### src/hw/rtl/eur_pkg.sv
// Shared types and constants for the ultrasonic echo ranger.
package eur_pkg;

  localparam int unsigned TIMEOUT_W = 24;
  localparam int unsigned TPC_W     = 16;
  localparam int unsigned TRIG_W    = 16;
  localparam int unsigned DIST_W    = 24;
  localparam int unsigned CFG_W     = 24;
  localparam int unsigned IDX_W     = 2;

  localparam logic [DIST_W-1:0] DIST_MAX = '1;

  // Register indexes of the configuration port
  localparam logic [IDX_W-1:0] REG_TIMEOUT    = 2'd0;
  localparam logic [IDX_W-1:0] REG_TICKS_CM   = 2'd1;
  localparam logic [IDX_W-1:0] REG_TRIG_HIGH  = 2'd2;
  localparam logic [IDX_W-1:0] REG_TRIG_GUARD = 2'd3;

  // Register values after reset
  localparam logic [TIMEOUT_W-1:0] TIMEOUT_RST    = 24'd400000;
  localparam logic [TPC_W-1:0]     TICKS_CM_RST   = 16'd928;
  localparam logic [TRIG_W-1:0]    TRIG_HIGH_RST  = 16'd192;
  localparam logic [TRIG_W-1:0]    TRIG_GUARD_RST = 16'd16;

  // Measurement status codes
  localparam logic [1:0] ST_OK        = 2'd0;
  localparam logic [1:0] ST_NO_ECHO   = 2'd1;
  localparam logic [1:0] ST_ECHO_LONG = 2'd2;

  typedef struct packed {
    logic kind;
    logic echo_level;
  } in_t;

  typedef struct packed {
    logic              trigger_level;
    logic              busy_res;
    logic              done_res;
    logic [1:0]        status;
    logic [DIST_W-1:0] distance_cm;
  } out_t;

  typedef struct packed {
    logic             start;
    logic [TPC_W-1:0] divisor;
  } div_ctl_t;

endpackage

### src/hw/rtl/eur_div.sv
// Shift-subtract divider, one quotient bit per cycle.
module eur_div #(
  parameter int unsigned CW = 24
) (
  input  logic                       clk,
  input  logic                       rst_n,
  input  eur_pkg::div_ctl_t          ctl,
  input  logic [CW-1:0]              dividend,
  output logic                       done,
  output logic [CW-1:0]              quotient
);

  localparam int unsigned CNT_W = $clog2(CW + 1);
  localparam int unsigned DV_W  = eur_pkg::TPC_W;

  logic [CNT_W-1:0] cnt_r,  cnt_nxt;
  logic [DV_W-1:0]  rem_r,  rem_nxt;
  logic [DV_W-1:0]  div_r,  div_nxt;
  logic [CW-1:0]    quo_r,  quo_nxt;
  logic             done_r, done_nxt;
  logic [DV_W:0]    trial;
  logic [DV_W:0]    diff;
  logic             ge;

  assign trial = {rem_r, quo_r[CW-1]};
  assign ge    = trial >= {1'b0, div_r};
  assign diff  = trial - {1'b0, div_r};

  always_comb begin
    cnt_nxt  = cnt_r;
    rem_nxt  = rem_r;
    div_nxt  = div_r;
    quo_nxt  = quo_r;
    done_nxt = 1'b0;
    if (ctl.start) begin
      cnt_nxt = CNT_W'(CW);
      rem_nxt = '0;
      div_nxt = ctl.divisor;
      quo_nxt = dividend;
    end else if (cnt_r != '0) begin
      // remainder stays below the divisor, so the top trial bit drops out
      rem_nxt  = ge ? diff[DV_W-1:0] : trial[DV_W-1:0];
      quo_nxt  = {quo_r[CW-2:0], ge};
      cnt_nxt  = cnt_r - 1'b1;
      done_nxt = (cnt_r == CNT_W'(1));
    end
  end

  always_ff @(posedge clk) begin
    if (!rst_n) begin
      cnt_r  <= '0;
      done_r <= 1'b0;
    end else begin
      cnt_r  <= cnt_nxt;
      done_r <= done_nxt;
    end
    rem_r <= rem_nxt;
    div_r <= div_nxt;
    quo_r <= quo_nxt;
  end

  assign done     = done_r;
  assign quotient = quo_r;

endmodule

### src/hw/rtl/ultrasonic_echo_ranger_unit.sv
// Ultrasonic echo ranger: trigger sequencing, echo timing and distance result.
// An accepted tick request has its registered result in the following cycle.
// Throughput: one tick request per cycle while the result is taken; the tick
// on which the echo falls runs the divider, and no new request is accepted
// until its distance result has been registered.
// Reset (synchronous, rst_n low) returns to idle with default register values.
module ultrasonic_echo_ranger_unit #(
  parameter int unsigned COUNT_WIDTH = 24
) (
  input  logic                         clk,
  input  logic                         rst_n,
  input  logic                         in_valid,
  output logic                         in_ready,
  input  eur_pkg::in_t                 in_data,
  output logic                         out_valid,
  input  logic                         out_ready,
  output eur_pkg::out_t                out_data,
  input  logic                         cfg_we,
  input  logic [eur_pkg::IDX_W-1:0]    cfg_idx,
  input  logic [eur_pkg::CFG_W-1:0]    cfg_wdata
);

  localparam int unsigned CW    = COUNT_WIDTH;
  localparam int unsigned CMP_W = (CW > eur_pkg::DIST_W) ? CW : eur_pkg::DIST_W;
  localparam logic [CW-1:0] CNT_MAX = '1;

  typedef enum logic [2:0] {
    PH_IDLE, PH_PRE, PH_HIGH, PH_POST, PH_WAIT, PH_ECHO
  } phase_t;

  typedef enum logic {
    S_TICK, S_DIV
  } seq_t;

  // configuration registers
  logic [eur_pkg::TIMEOUT_W-1:0] timeout_r;
  logic [eur_pkg::TPC_W-1:0]     tpc_r;
  logic [eur_pkg::TRIG_W-1:0]    trig_high_r;
  logic [eur_pkg::TRIG_W-1:0]    trig_guard_r;

  seq_t                       seq_r,   seq_nxt;
  phase_t                     phase_r, phase_nxt;
  logic [eur_pkg::TRIG_W-1:0] pt_r,    pt_nxt;
  logic [CW-1:0]              wt_r,    wt_nxt;
  logic [CW-1:0]              et_r,    et_nxt;
  logic                       ov_r,    ov_nxt;
  logic                       dq_r,    dq_nxt;
  eur_pkg::out_t              od_r,    od_nxt;

  logic              accept;
  logic              take;
  logic              need_div;
  eur_pkg::out_t     tick_res;
  eur_pkg::div_ctl_t div_ctl;
  logic              div_done;
  logic [CW-1:0]     quo;
  logic [CMP_W-1:0]  quo_ext;

  function automatic logic past_timeout(input logic [CW-1:0] c,
                                        input logic [eur_pkg::TIMEOUT_W-1:0] lim);
    past_timeout = (c == CNT_MAX) || (CMP_W'(c) > CMP_W'(lim));
  endfunction

  always_ff @(posedge clk) begin
    if (!rst_n) begin
      timeout_r    <= eur_pkg::TIMEOUT_RST;
      tpc_r        <= eur_pkg::TICKS_CM_RST;
      trig_high_r  <= eur_pkg::TRIG_HIGH_RST;
      trig_guard_r <= eur_pkg::TRIG_GUARD_RST;
    end else if (cfg_we) begin
      unique case (cfg_idx)
        eur_pkg::REG_TIMEOUT:    timeout_r    <= cfg_wdata[eur_pkg::TIMEOUT_W-1:0];
        eur_pkg::REG_TICKS_CM:   tpc_r        <= cfg_wdata[eur_pkg::TPC_W-1:0];
        eur_pkg::REG_TRIG_HIGH:  trig_high_r  <= cfg_wdata[eur_pkg::TRIG_W-1:0];
        eur_pkg::REG_TRIG_GUARD: trig_guard_r <= cfg_wdata[eur_pkg::TRIG_W-1:0];
      endcase
    end
  end

  assign take     = ov_r && out_ready;
  assign in_ready = (seq_r == S_TICK) && (!ov_r || out_ready);
  assign accept   = in_valid && in_ready;

  // One tick of the ranging sequence; zero-length trigger phases fall through.
  always_comb begin
    logic emitted;
    emitted   = 1'b0;
    need_div  = 1'b0;
    phase_nxt = phase_r;
    pt_nxt    = pt_r;
    wt_nxt    = wt_r;
    et_nxt    = et_r;
    tick_res  = '0;

    if (phase_r == PH_IDLE) begin
      if (!in_data.kind) begin
        emitted = 1'b1;
      end else begin
        phase_nxt = PH_PRE;
        pt_nxt    = '0;
        wt_nxt    = '0;
        et_nxt    = '0;
      end
    end

    if (!emitted && phase_nxt == PH_PRE) begin
      if (pt_nxt < trig_guard_r) begin
        pt_nxt            = pt_nxt + 1'b1;
        tick_res.busy_res = 1'b1;
        emitted           = 1'b1;
      end else begin
        phase_nxt = PH_HIGH;
        pt_nxt    = '0;
      end
    end

    if (!emitted && phase_nxt == PH_HIGH) begin
      if (pt_nxt < trig_high_r) begin
        pt_nxt                 = pt_nxt + 1'b1;
        tick_res.trigger_level = 1'b1;
        tick_res.busy_res      = 1'b1;
        emitted                = 1'b1;
      end else begin
        phase_nxt = PH_POST;
        pt_nxt    = '0;
      end
    end

    if (!emitted && phase_nxt == PH_POST) begin
      if (pt_nxt < trig_guard_r) begin
        pt_nxt            = pt_nxt + 1'b1;
        tick_res.busy_res = 1'b1;
        emitted           = 1'b1;
      end else begin
        phase_nxt = PH_WAIT;
        pt_nxt    = '0;
      end
    end

    if (!emitted && phase_nxt == PH_WAIT) begin
      if (!in_data.echo_level) begin
        if (wt_nxt != CNT_MAX) wt_nxt = wt_nxt + 1'b1;
        if (past_timeout(wt_nxt, timeout_r)) begin
          phase_nxt         = PH_IDLE;
          tick_res.done_res = 1'b1;
          tick_res.status   = eur_pkg::ST_NO_ECHO;
        end else begin
          tick_res.busy_res = 1'b1;
        end
        emitted = 1'b1;
      end else begin
        phase_nxt = PH_ECHO;
        et_nxt    = '0;
      end
    end

    if (!emitted && phase_nxt == PH_ECHO) begin
      if (in_data.echo_level) begin
        if (et_nxt != CNT_MAX) et_nxt = et_nxt + 1'b1;
        if (past_timeout(et_nxt, timeout_r)) begin
          phase_nxt         = PH_IDLE;
          tick_res.done_res = 1'b1;
          tick_res.status   = eur_pkg::ST_ECHO_LONG;
        end else begin
          tick_res.busy_res = 1'b1;
        end
      end else begin
        // echo fell: hand the count to the divider, result follows
        phase_nxt = PH_IDLE;
        need_div  = 1'b1;
      end
    end
  end

  assign div_ctl.start   = accept && need_div;
  assign div_ctl.divisor = (tpc_r == '0) ? eur_pkg::TPC_W'(1) : tpc_r;

  eur_div #(
    .CW (CW)
  ) u_div (
    .clk      (clk),
    .rst_n    (rst_n),
    .ctl      (div_ctl),
    .dividend (et_r),
    .done     (div_done),
    .quotient (quo)
  );

  assign quo_ext = CMP_W'(quo);

  always_comb begin
    seq_nxt = seq_r;
    ov_nxt  = ov_r && !take;
    dq_nxt  = dq_r;
    od_nxt  = od_r;
    unique case (seq_r)
      S_TICK: begin
        if (accept) begin
          if (need_div) begin
            seq_nxt = S_DIV;
          end else begin
            ov_nxt = 1'b1;
            od_nxt = tick_res;
          end
        end
      end
      S_DIV: begin
        if (div_done || dq_r) begin
          // hold the quotient until the result register is free
          if (!ov_r || take) begin
            seq_nxt            = S_TICK;
            dq_nxt             = 1'b0;
            ov_nxt             = 1'b1;
            od_nxt             = '0;
            od_nxt.done_res    = 1'b1;
            od_nxt.status      = eur_pkg::ST_OK;
            od_nxt.distance_cm = (quo_ext > CMP_W'(eur_pkg::DIST_MAX)) ?
                                 eur_pkg::DIST_MAX : quo_ext[eur_pkg::DIST_W-1:0];
          end else begin
            dq_nxt = 1'b1;
          end
        end
      end
    endcase
  end

  always_ff @(posedge clk) begin
    if (!rst_n) begin
      seq_r   <= S_TICK;
      phase_r <= PH_IDLE;
      pt_r    <= '0;
      wt_r    <= '0;
      et_r    <= '0;
      ov_r    <= 1'b0;
      dq_r    <= 1'b0;
    end else begin
      seq_r <= seq_nxt;
      ov_r  <= ov_nxt;
      dq_r  <= dq_nxt;
      if (accept) begin
        phase_r <= phase_nxt;
        pt_r    <= pt_nxt;
        wt_r    <= wt_nxt;
        et_r    <= et_nxt;
      end
    end
    od_r <= od_nxt;
  end

  assign out_valid = ov_r;
  assign out_data  = od_r;

`ifndef ASSERT_OFF
  a_div_done_in_div: assert property (@(posedge clk) disable iff (!rst_n)
    div_done |-> (seq_r == S_DIV))
    else $error("divider finished outside a division");

  a_idle_during_div: assert property (@(posedge clk) disable iff (!rst_n)
    (seq_r == S_DIV) |-> (phase_r == PH_IDLE) && !in_ready)
    else $error("ranging sequence moved during a division");

  a_trig_busy: assert property (@(posedge clk) disable iff (!rst_n)
    (ov_r && od_r.trigger_level) |-> (od_r.busy_res && !od_r.done_res))
    else $error("trigger driven outside a busy tick");

  a_err_zero_dist: assert property (@(posedge clk) disable iff (!rst_n)
    (ov_r && od_r.status != eur_pkg::ST_OK) |-> (od_r.done_res && od_r.distance_cm == '0))
    else $error("error result carries a distance");
`endif

endmodule
### config.mk
export PLATFORM = sky130hd
export DESIGN_NAME = ultrasonic_echo_ranger_unit
export DESIGN_NICKNAME = d
export VERILOG_FILES = /design/src/hw/rtl/eur_pkg.sv /design/src/hw/rtl/eur_div.sv /design/src/hw/rtl/ultrasonic_echo_ranger_unit.sv
export SDC_FILE = /design/constraint.sdc
export NUM_CORES = 1
export LEC_CHECK = 0
export BUFFER_PORTS_ARGS = -buffer_cell sky130_fd_sc_hd__buf_2
export CAP_MARGIN = 10
export CORE_ASPECT_RATIO = 0.6
export CORE_UTILIZATION = 25
export CTS_BUF_LIST = sky130_fd_sc_hd__clkbuf_2
export DETAILED_ROUTE_END_ITERATION = 7
export GPL_ROUTABILITY_DRIVEN = 0
export SYNTH_ARGS = -nofsm -noshare
export SYNTH_HDL_FRONTEND = slang
export SYNTH_HIERARCHICAL = 1
export SYNTH_SLANG_ARGS = --single-unit
export TNS_END_PERCENT = 20
### constraint.sdc
create_clock -name clk -period 17.2 [get_ports clk]
set_input_delay 3.44 -clock clk [delete_from_list [all_inputs] [get_ports clk]]
set_output_delay 3.44 -clock clk [all_outputs]
set_load 0.01 [all_outputs]
### After elaboration in Yosys (flattened, before gate mapping)

Index checks and enable logic that the tools add are counted.

| cells by class | value |
|---|---|
| $add $sub $neg | 7 |
| $mul | 0 |
| equal/unequal tests | 17 |
| div/mod/pow operators | 0 |
| shifts and indexed selects | 0 |
| reductions and logical operators | 35 |
| bitwise operators | 3 |
| muxes and demuxes | 85 |
| order comparisons | 7 |

Operator list:

| operator | count |
|---|---|
| $mux W24 | 19 |
| $mux W16 | 9 |
| $mux W29 | 4 |
| $pmux W29 S2 | 1 |
| $add A16 B1 Y16 const B | 3 |
| $add A24 B1 Y24 const B | 2 |
| $eq A24 B24 Y1 const B | 2 |
| $gt A24 B24 Y1 | 2 |
| $lt A16 B16 Y1 | 3 |
| $mux W3 | 16 |
| $ne A24 B24 Y1 const B | 2 |
| $mux W1 | 26 |
| $gt A24 B24 Y1 const B | 1 |
| $ge A17 B16 Y1 | 1 |
| $logic_not A16 Y1 | 1 |
| $mux W4 | 4 |
| $sub A16 B16 Y16 | 1 |
| $logic_and A1 B1 Y1 | 10 |
| $mux W5 | 2 |
| $reduce_and A2 Y1 | 5 |
| $logic_not A1 Y1 | 7 |
| $eq A3 B2 Y1 const B | 2 |
| $eq A3 B3 Y1 const B | 2 |
| $eq A5 B1 Y1 const B | 1 |
| 17 further kinds | 28 |

| storage, ports and cells | value |
|---|---|
| memories | 0 |
| bits in registers | 233 |
| bits in writable memories | 0 |
| bits in latches | 0 |
| input bits | 33 |
| ROM bits | 0 |
| output and inout port bits | 31 |

### Longest topological paths before layout

Gate-level depths: netlist of the first run.

| logic depth | value |
|---|---|
| word-level depth | 30 |
| depth in mapped cells | 56 |
| gate-level depth less buffers | 48 |

### By module

The synthesis of the first run kept the hierarchy.

By module, submodules not included:

| module | cells each | area an instance (sq um) | times used | seq. area each (sq um) |
|---|---|---|---|---|
| ultrasonic_echo_ranger_unit | 1687 | 12603.3 | 1 | 3713.6 |
| eur_div | 317 | 3484.6 | 1 | 1641.6 |

### Least setup slack after synthesis of the first run

Ideal clock, no wire load.

| timing path | value |
|---|---|
| path type | input to register |
| start point | in in_data[1] (netlist name) |
| end point | reg od_r, in the netlist out_data[26], data pin |
| library setup time | 0.271 ns |
| data required time | 16.929 ns |
| setup slack | 2.802 ns |
| path buffers | 8 |
| data arrival time | 14.127 ns |
| stages | 49 |
| cell sequence | or4b_1 > buf_6 > clkbuf_1 > clkbuf_1 > clkbuf_1 > clkbuf_1 > and2_1 > ha_1 > nand3_1 > or3_1 > o211ai_1 > a22o_1 > clkbuf_1 > clkbuf_1 > nor3_1 > ha_1 > a211oi_1 > o21ai_0 > (+13 left out) > inv_1 > ha_1 > and4_1 > nand4_1 > a211oi_1 > mux2_2 > ha_1 > nor2b_1 > o21a_1 > o21a_1 > o21a_1 > o21a_1 > o21ai_0 > a21oi_1 > o31a_1 > o21ai_0 > o21a_1 > o21ai_0 |

| between the ends | value |
|---|---|
| longest elaborated chain between the ends | 26 |
| elaborated cells on any way between the ends | 78 |
| classes of those cells | add/sub: 4; order compare: 5; eq/ne: 9; mux: 48; reduce/logical: 12 |

RTL lines:

| what | line | source |
|---|---|---|
| start, declared | ultrasonic_echo_ranger_unit.sv:14 | `input eur_pkg::in_t in_data,` |
| $mux W16, or another cell as far along | ultrasonic_echo_ranger_unit.sv:96 | `if (!in_data.kind) begin` |
| $mux W16, or another cell as far along | ultrasonic_echo_ranger_unit.sv:95 | `if (phase_r == PH_IDLE) begin` |
| $add A16 B1 Y16, or another cell as far along | ultrasonic_echo_ranger_unit.sv:108 | `pt_nxt = pt_nxt + 1'b1;` |
| $mux W16, or another cell as far along | ultrasonic_echo_ranger_unit.sv:107 | `if (pt_nxt < trig_guard_r) begin` |
| $mux W16, or another cell as far along | ultrasonic_echo_ranger_unit.sv:106 | `if (!emitted && phase_nxt == PH_PRE) begin` |
| $add A16 B1 Y16, or another cell as far along | ultrasonic_echo_ranger_unit.sv:119 | `pt_nxt = pt_nxt + 1'b1;` |
| $mux W16, or another cell as far along | ultrasonic_echo_ranger_unit.sv:118 | `if (pt_nxt < trig_high_r) begin` |
| $mux W16, or another cell as far along | ultrasonic_echo_ranger_unit.sv:117 | `if (!emitted && phase_nxt == PH_HIGH) begin` |
| (+10 left out) | -- |  |
| $gt A24 B24 Y1 / $eq A24 B24 Y1 (equally long branches) | ultrasonic_echo_ranger_unit.sv:61 | `past_timeout = (c == CNT_MAX) \|\| (CMP_W'(c) > CMP_W'(lim));` |
| $logic_or A1 B1 Y1 | ultrasonic_echo_ranger_unit.sv:61 |  |
| $mux W3 | ultrasonic_echo_ranger_unit.sv:160 | `if (past_timeout(et_nxt, timeout_r)) begin` |
| $mux W4 | ultrasonic_echo_ranger_unit.sv:158 | `if (in_data.echo_level) begin` |
| $mux W4 (*) | ultrasonic_echo_ranger_unit.sv:157 | `if (!emitted && phase_nxt == PH_ECHO) begin` |
| $mux W29 (*) | ultrasonic_echo_ranger_unit.sv:199 | `if (need_div) begin` |
| $mux W29 (*) | ultrasonic_echo_ranger_unit.sv:198 | `if (accept) begin` |
| $pmux W29 S2 (*) | ultrasonic_echo_ranger_unit.sv:196 | `unique case (seq_r)` |
| end signal, assigned | ultrasonic_echo_ranger_unit.sv:247 | `od_r <= od_nxt;` |
| end, declared | ultrasonic_echo_ranger_unit.sv:48 | `eur_pkg::out_t od_r, od_nxt;` |

Mark *: on every way between the ends. The rest lies on a longest branch, timed or not. The select of a mux whose other input is x is not followed.
A chain may end at the register's enable or synchronous reset.

### Worst setup path after layout of the first run

Same ends and word-level chain as after synthesis.

==> metrics.md, run 1 <==
| Metric | Value |
|---|---|
| Req. time, crit path | `17.94 ns` |
| Post-route ant nets | `0` |
| Psw | `0.613 mW` |
| Bufs on Longest Clock Path | `3` |
| Yosys warns | `6` |
| PD cells | `93.6 nW/um^2` |
| Post-synthesis async set-or-reset flop share | `0%` |
| Yosys top cell by area | `dfxtp_1` |
| Final setup viols | `0` |
| CP peak stage delay | `0.93 ns` |
| DRC errors left | `0` |
| Syn Nets | `2155` |
| Design Power | `1.67 mW` |
| Synth Register Bits | `233` |
| Starting DRT DRC Count | `1804` |
| Minimum clock period | `15.32 ns` |
| Total negative slack | `0 ns` |
| Combinational Power Share | `31.7%` |
| # resized after CTS | `0` |
| Slowest cell on crit path | `or4b_2` |
| # nets final | `2186` |
| Clock sinks | `233` |
| Via count | `15168` |
| Hold Buf Count CTS | `0` |
| CTS tree | `yes` |
| Crit Path Class | `in -> reg` |
| Clock Skew | `0.147 ns` |
| Vias in the first global route | `13468` |
| Hold Fails Final Rpt | `0` |
| Internal Pwr Total | `1.05 mW` |
| Core ar. | `63200 um^2` |
| Fillers | `6754` |
| Worst slew margin | `19.8%` |
| Starting density of the core | `25.5%` |
| RSZ-0062 raised after global routing | `no` |
| Reg power frac | `42.2%` |
| Hold crit path type | `reg -> reg` |
| Highest clock rate | `65.3 MHz` |
| P&R area growth vs syn | `10.6%` |
| Critical path peak fanout | `31` |
| Row Count | `71` |
| Startpoint Class | `input port` |
| Clk root buf | `clkbuf_2` |
| Final max-slew violation count | `0` |
| Critical Path AT | `16.05 ns` |
| Dpl hpwl | `40600 um` |
| Routed wire length | `53800 um` |
| Static leakage | `6.80 nW` |
| Die Wd | `329 um` |
| Syn Inst Count | `2004` |
| Part of the Yosys area used for sequential elements | `33.3%` |
| Fin crit share | `89.0%` |
| First-pass GRT wire length | `81800 um` |
| Synth Flop Type | `dfxtp_1` |
| Clock Latency Late Sink | `1.02 ns` |
| Avg Cell Area, Syn | `8.03 um^2` |
| H-tree lvl count | `2` |
| Cell with the most instances after synthesis | `nand2_1` |
| CTS clk-pin slew, worst paths | `0.13 ns` |
| Status | `complete, no violations` |
| Post-synth top cells | `nand2_1, nor2_1, dfxtp_1, a21oi_1, ha_1` |
| Global route overflow | `0` |
| Number of flops mapped to enable cells by yosys | `69` |
| Worst-Margin Slew | `1.20 ns` |
| Initial antenna violation count | `2` |
| Number of port buffers | `63` |
| Clk pwr share | `26.1%` |
| Routed WL per cell | `18.4 um` |
| IO Count | `64` |
| Crit end category | `register` |
| Synth top area cells | `dfxtp_1, edfxtp_1, ha_1` |
| Synth top area share | `20.4%` |
| Share of layout cells above drive strength 1 | `11.6%` |
| Synth cell types | `95` |
| Mean number of vias per cell | `5.19` |
| 1st-pass router iterations | `7` |
| Synthesized cell area | `16100 um^2` |
| Max-cap check violation count | `0` |
| Die Height | `198 um` |
| CTS Buf Count | `59` |
| Total track usage | `16.1%` |
| Die ar. | `65400 um^2` |
| Post-CTS setup buffers | `0` |
| Largest net degree at the start of global routing | `90` |
| Worst VDD drop | `0.0586 mV` |
| Net Sw Frac | `36.8%` |
==> per-stage QoR <==
stage          hold slack, ns  area, um^2  util [%]  cells  setup WS, ns
2_1_floorplan           0.425       16100         -   2004          2.80
3_3_place_gp            0.442       17200      27.2   2813          1.79
3_5_place_dp            0.448       17200      27.2   2813          1.43
4_1_cts                 0.420       17800      28.2   2922          2.51
5_1_grt                 0.446       17800      28.2   2923          1.35
6_report                0.450       17800      28.2   2923          1.88
==> layout by cell type, fill, tap and decap left out, types with 25 or more instances in the layout <==
master,count
a21o_1,28
nor2_1,188
clkbuf_2,85
mux2_2,28
xor2_1,28
edfxtp_1,69
buf_2,63
dfxtp_1,164
o21ai_0,72
a211oi_1,31
a21oi_1,144
inv_1,108
nand3_1,66
nand2_1,280
nand4_1,50
nor4_1,25
xnor2_1,48
nor3_1,49
and2_1,62
o211ai_1,26
ha_1,117
==> registers in the layout, summed over array words and instances (netlist names), 16 cells and up <==
signal          flops
pt_r               16
u_div/div_r        16
trig_high_r        16
timeout_r          24
wt_r               24
u_div/quotient     24
tpc_r              16
u_div/rem_r        16
et_r               24
out_data           29
trig_guard_r       16
==> metal layers <==
metal | GRT usage [%] | vias to the layer above | share of wire [%]
li1 | - | 7293 | -
met3 | 7.66 | 68 | 14
met5 | 0 | - | 0.020
met4 | 2.88 | 2 | 1.4
met2 | 18.9 | 755 | 34
met1 | 25.3 | 7050 | 51
==> critical path, delay by kind of cell <==
kind / cells / cell delay (ns)
AND/OR/NAND/NOR: 10 / 3.02
AO/OA/AOI/OAI: 22 / 6.54
adder cells (fa/ha/maj): 5 / 1.53
buffers and inverters: 4 / 0.64
multiplexers: 2 / 0.85
==> power groups by stage <==
stage          sequential, mW  clock, mW  combinational, mW
4_1_cts                 0.705      0.451              0.523
2_1_floorplan           0.700          0              0.402
5_1_grt                 0.714      0.483              0.588
6_report                0.703      0.436              0.528
3_3_place_gp            0.716          0              0.517
3_5_place_dp            0.716          0              0.518
==> cells by family (layout without fill, tap and decap cells) <==
kind of cell,count (synthesis),count (layout),share of synthesized area (%)
buf+inv,224,303,5.40
other cells,0,1,0
flops,233,233,33.3
xor+xnor,76,76,4.14
simple gates,857,857,26.0
compound gates,443,443,18.4
fa+ha+maj,118,118,9.22
mux,53,53,3.52
==> worst paths after layout <==
check        slack [ns]                          from  cells past startpoint                          to
min                0.45  u_div/quotient[22]$_DFFE_PP_                      1  out_data[22]$_SDFFCE_PN0P_
max reg2reg        3.79       phase_r[2]$_SDFFE_PN0P_                     42  out_data[26]$_SDFFCE_PP1P_
max                1.88                    in_data[1]                     43  out_data[26]$_SDFFCE_PP1P_
min reg2reg        0.45  u_div/quotient[22]$_DFFE_PP_                      1  out_data[22]$_SDFFCE_PN0P_
==> layout make-up <==
type,count,area [um^2],share of cell area [%]
antenna,1,2.50,0.0141
clock buffer,85,425,2.39
clock inverter,24,184,1.03
inverter,111,419,2.35
multi-input combinational,1547,9900,55.6
sequential,233,5360,30.1
tap,839,1050,5.90
timing repair buffer,83,465,2.61
(Power assumes the default switching activity.)
==> run 2, diff against run 1 <==
- ABC_AREA: not set -> 1
==> run 2 against run 1 <==
Compared with the run above: routed wire length fell by 5.4%; non-clock buffer count decreased by 6; clock skew fell by 0.041 ns; sequential power up 4.6%; combinational power is 34% higher; register-to-register slack better by 1.9 ns; maximum frequency up 13%; clock power decreased by 9.2%; final cell count increased by 11%; global-route usage is 0.42 points lower; largest cell class unchanged.
==> metrics.md, run 2 <==
| Metric | Value |
|---|---|
| Most frequent cells in the layout | `nand2_1, inv_1, nor2_1 (was nand2_1, nor2_1, dfxtp_1)` |
| Adder-cell share of the synthesized area | `9.35% (was 9.22%)` |
| Highest clock rate | `74.0 MHz (was 65.3 MHz)` |
| Post-synthesis async set-or-reset flop share | `0% (unchanged)` |
| Avg Cell Area, Syn | `6.91 um^2 (was 8.03 um^2)` |
| PD cells | `105 nW/um^2 (was 93.6 nW/um^2)` |
| Final Non-Filler Cells | `3232 (was 2923)` |
| Share of layout cells above drive strength 1 | `10.4% (was 11.6%)` |
| Worst slew margin | `32.6% (was 19.8%)` |
| IO Count | `64 (unchanged)` |
| Final max-slew violation count | `0 (unchanged)` |
| Fin crit share | `78.5% (was 89.0%)` |
| Critical Path AT | `14.33 ns (was 16.05 ns)` |
| Placed cell count | `3126 (was 2813)` |
| Routed WL per cell | `15.7 um (was 18.4 um)` |
| Syn Inst Count | `2296 (was 2004)` |
| CTS tree | `yes (unchanged)` |
| Global route overflow | `0 (unchanged)` |
| Clock sinks | `233 (unchanged)` |
| Cell with the most instances after synthesis | `nand2_1 (unchanged)` |
| Core ar. | `62700 um^2 (was 63200 um^2)` |
| CTS clk-pin slew, worst paths | `0.11 ns (was 0.13 ns)` |
| Starting density of the core | `25.3% (was 25.5%)` |
| Synth cell types | `61 (was 95)` |
| P&R area growth vs syn | `10.3% (was 10.6%)` |
| Crit Path Class | `in -> reg (unchanged)` |
| Dpl hpwl | `38800 um (was 40600 um)` |
| Starting DRT DRC Count | `1842 (was 1804)` |
| Syn Nets | `2447 (was 2155)` |
| 1st-pass router iterations | `6 (was 7)` |
| Row Count | `71 (unchanged)` |
| Commonest non-fill, non-tap cell in the layout | `nand2_1 (unchanged)` |
| Post-Place Setup Slack | `3.03 ns (was 1.43 ns)` |
| Mean number of vias per cell | `4.64 (was 5.19)` |
| Min Hold Slack | `0.464 ns (was 0.450 ns)` |
| Total track usage | `15.7% (was 16.1%)` |
| Die Height | `197 um (was 198 um)` |
| Max-cap check violation count | `0 (unchanged)` |
| Design Power | `1.84 mW (was 1.67 mW)` |
| Status | `complete, no violations (unchanged)` |
| Proportion of synthesized area in mux cells | `0% (was 3.52%)` |
| Post-synth top cells | `nand2_1, inv_1, nor2_1, a21oi_1, dfxtp_1 (was nand2_1, nor2_1, dfxtp_1, a21oi_1, ha_1)` |
| Final setup viols | `0 (unchanged)` |
| Clock Skew | `0.106 ns (was 0.147 ns)` |
| First-pass GRT wire length | `79400 um (was 81800 um)` |
| Synth Area in Compound Gates | `13.6% (was 18.4%)` |
| Post-route ant nets | `0 (unchanged)` |
| Largest net degree at the start of global routing | `92 (was 90)` |
| Post-CTS setup buffers | `0 (unchanged)` |
| Crit end category | `register (unchanged)` |
| Static leakage | `7.87 nW (was 6.80 nW)` |
| Initial antenna violation count | `3 (was 2)` |
| Die ar. | `64500 um^2 (was 65400 um^2)` |
| Die Wd | `327 um (was 329 um)` |
| Yosys top cell by area | `dfxtp_1 (unchanged)` |
| # nets final | `2499 (was 2186)` |
| Synth top area share | `20.7% (was 20.4%)` |
| CP peak stage delay | `0.67 ns (was 0.93 ns)` |
| # resized after CTS | `0 (unchanged)` |
| Hold Fails Final Rpt | `0 (unchanged)` |
| Worst VDD drop | `0.110 mV (was 0.0586 mV)` |
| Worst-Margin Slew | `1.01 ns (was 1.20 ns)` |
| Number of flops mapped to enable cells by yosys | `69 (unchanged)` |
| DRC errors left | `0 (unchanged)` |
| Startpoint Class | `input port (unchanged)` |
| Part of the Yosys area used for sequential elements | `33.8% (was 33.3%)` |
| Critical path peak fanout | `45 (was 31)` |
| Bufs on Longest Clock Path | `3 (unchanged)` |
| Slowest cell on crit path | `nor2_1 (was or4b_2)` |
| Via count | `15012 (was 15168)` |
| Clock Latency Late Sink | `1.01 ns (was 1.02 ns)` |
| Yosys warns | `6 (unchanged)` |
| H-tree lvl count | `2 (unchanged)` |
| Total negative slack | `0 ns (unchanged)` |
| CTS Buf Count | `59 (unchanged)` |
| R2R Path End | `phase_r[0]$_SDFFE_PN0P_ (was out_data[26]$_SDFFCE_PP1P_)` |
| Synthesized cell area | `15900 um^2 (was 16100 um^2)` |
| Vias in the first global route | `13567 (was 13468)` |
| Largest family of logic cells by synthesized area | `simple AND/OR/NAND/NOR gates (unchanged)` |
| Fin worst setup slack | `3.69 ns (was 1.88 ns)` |
| Worst reg2reg path depth | `57 (was 42)` |
| Synth top area cells | `dfxtp_1, edfxtp_1, nand2_1 (was dfxtp_1, edfxtp_1, ha_1)` |
| Req. time, crit path | `18.02 ns (was 17.94 ns)` |
| Hold Buf Count CTS | `0 (unchanged)` |
| CP endpoint | `phase_r[0]$_SDFFE_PN0P_ (was out_data[26]$_SDFFCE_PP1P_)` |
| Post-Synth XOR/XNOR Area | `3.15% (was 4.14%)` |
| Synth Flop Type | `dfxtp_1 (unchanged)` |
| Crit path launch | `in_data[1] (unchanged)` |
| Routed wire length | `50900 um (was 53800 um)` |
| Simple-Gate Fraction of Synth Area | `28.9% (was 26.0%)` |
| Worst R2R Setup Slack | `5.73 ns (was 3.79 ns)` |
| Max FFs per register | `29 (unchanged)` |
| Most frequent CP cell | `nand2_1` |
| Clk root buf | `clkbuf_2 (unchanged)` |
| Minimum clock period | `13.51 ns (was 15.32 ns)` |
| RSZ-0062 raised after global routing | `no (unchanged)` |
| Hold crit path type | `reg -> reg (unchanged)` |
| Synth Register Bits | `233 (unchanged)` |
| Number of port buffers | `63 (unchanged)` |
| Reg-to-Reg Start | `phase_r[2]$_SDFFE_PN0P_ (unchanged)` |
## run 2: metrics by stage
step | area [um^2] | util [%]
3_5_place_dp | 17000 | 27.1
4_1_cts | 17500 | 27.9
3_3_place_gp | 17000 | 27.1
5_1_grt | 17500 | 27.9
6_report | 17500 | 27.9
2_1_floorplan | 15900 | -
## run 2: layout make-up
class	instances	area, um^2
clock buffer	95	475
multi-input combinational	1607	8750
fill	7034	45200
clock inverter	9	45.0
antenna	2	5.00
tap	839	1050
sequential	233	5360
timing repair buffer	77	420
inverter	370	1390
## run 2: per-layer routing
metal / share of wire, % / vias to the layer above / GRT usage (%)
met2: 35 / 627 / 19.8
li1: - / 7622 / -
met4: 1.7 / 0 / 3.31
met5: 0 / - / 0
met1: 53 / 6699 / 25.2
met3: 10 / 64 / 4.29
## run 2: worst max-delay path, delay by kind of cell
| family | cells | cell delay [ns] |
|---|---|---|
| and+or+nand+nor | 36 | 6.79 |
| buffers and inverters | 10 | 1.36 |
| adders and majority gates | 5 | 1.30 |
| AOI/OAI and AO/OA | 7 | 1.20 |
| xor gates and xnor gates | 1 | 0.16 |
## run 2: report_power, final
| part | leakage [nW] | switching, mW | internal, mW |
|---|---|---|---|
| registers | 2.02 | 0.0557 | 0.679 |
| logic | 5.43 | 0.480 | 0.226 |
| clock network | 0.416 | 0.251 | 0.145 |
## run 2: how the worst min path moves through the flow
stage	endpoint	from	depth (start not counted)	slack (ns)
2_1_floorplan	trig_high_r[10]$_SDFFE_PN0P_	trig_high_r[10]$_SDFFE_PN0P_	2	0.44
3_3_place_gp	u_div/div_r[10]$_DFFE_PP_	tpc_r[10]$_SDFFE_PN0P_	0	0.44
3_5_place_dp	u_div/div_r[10]$_DFFE_PP_	tpc_r[10]$_SDFFE_PN0P_	0	0.44
4_1_cts	u_div/div_r[8]$_DFFE_PP_	tpc_r[8]$_SDFFE_PN1P_	0	0.46
5_1_grt	u_div/div_r[8]$_DFFE_PP_	tpc_r[8]$_SDFFE_PN1P_	0	0.48
6_report	u_div/div_r[8]$_DFFE_PP_	tpc_r[8]$_SDFFE_PN1P_	0	0.46
## run 2: logic make-up (layout without fill, tap and decap cells)
group	Yosys count	count (layout)
flip-flops	233	233
AND/OR/NAND/NOR	1041	1041
XOR/XNOR	57	57
adder cells (fa/ha/maj)	118	118
other	0	2
buffers and inverters	456	551
AO/OA/AOI/OAI	391	391
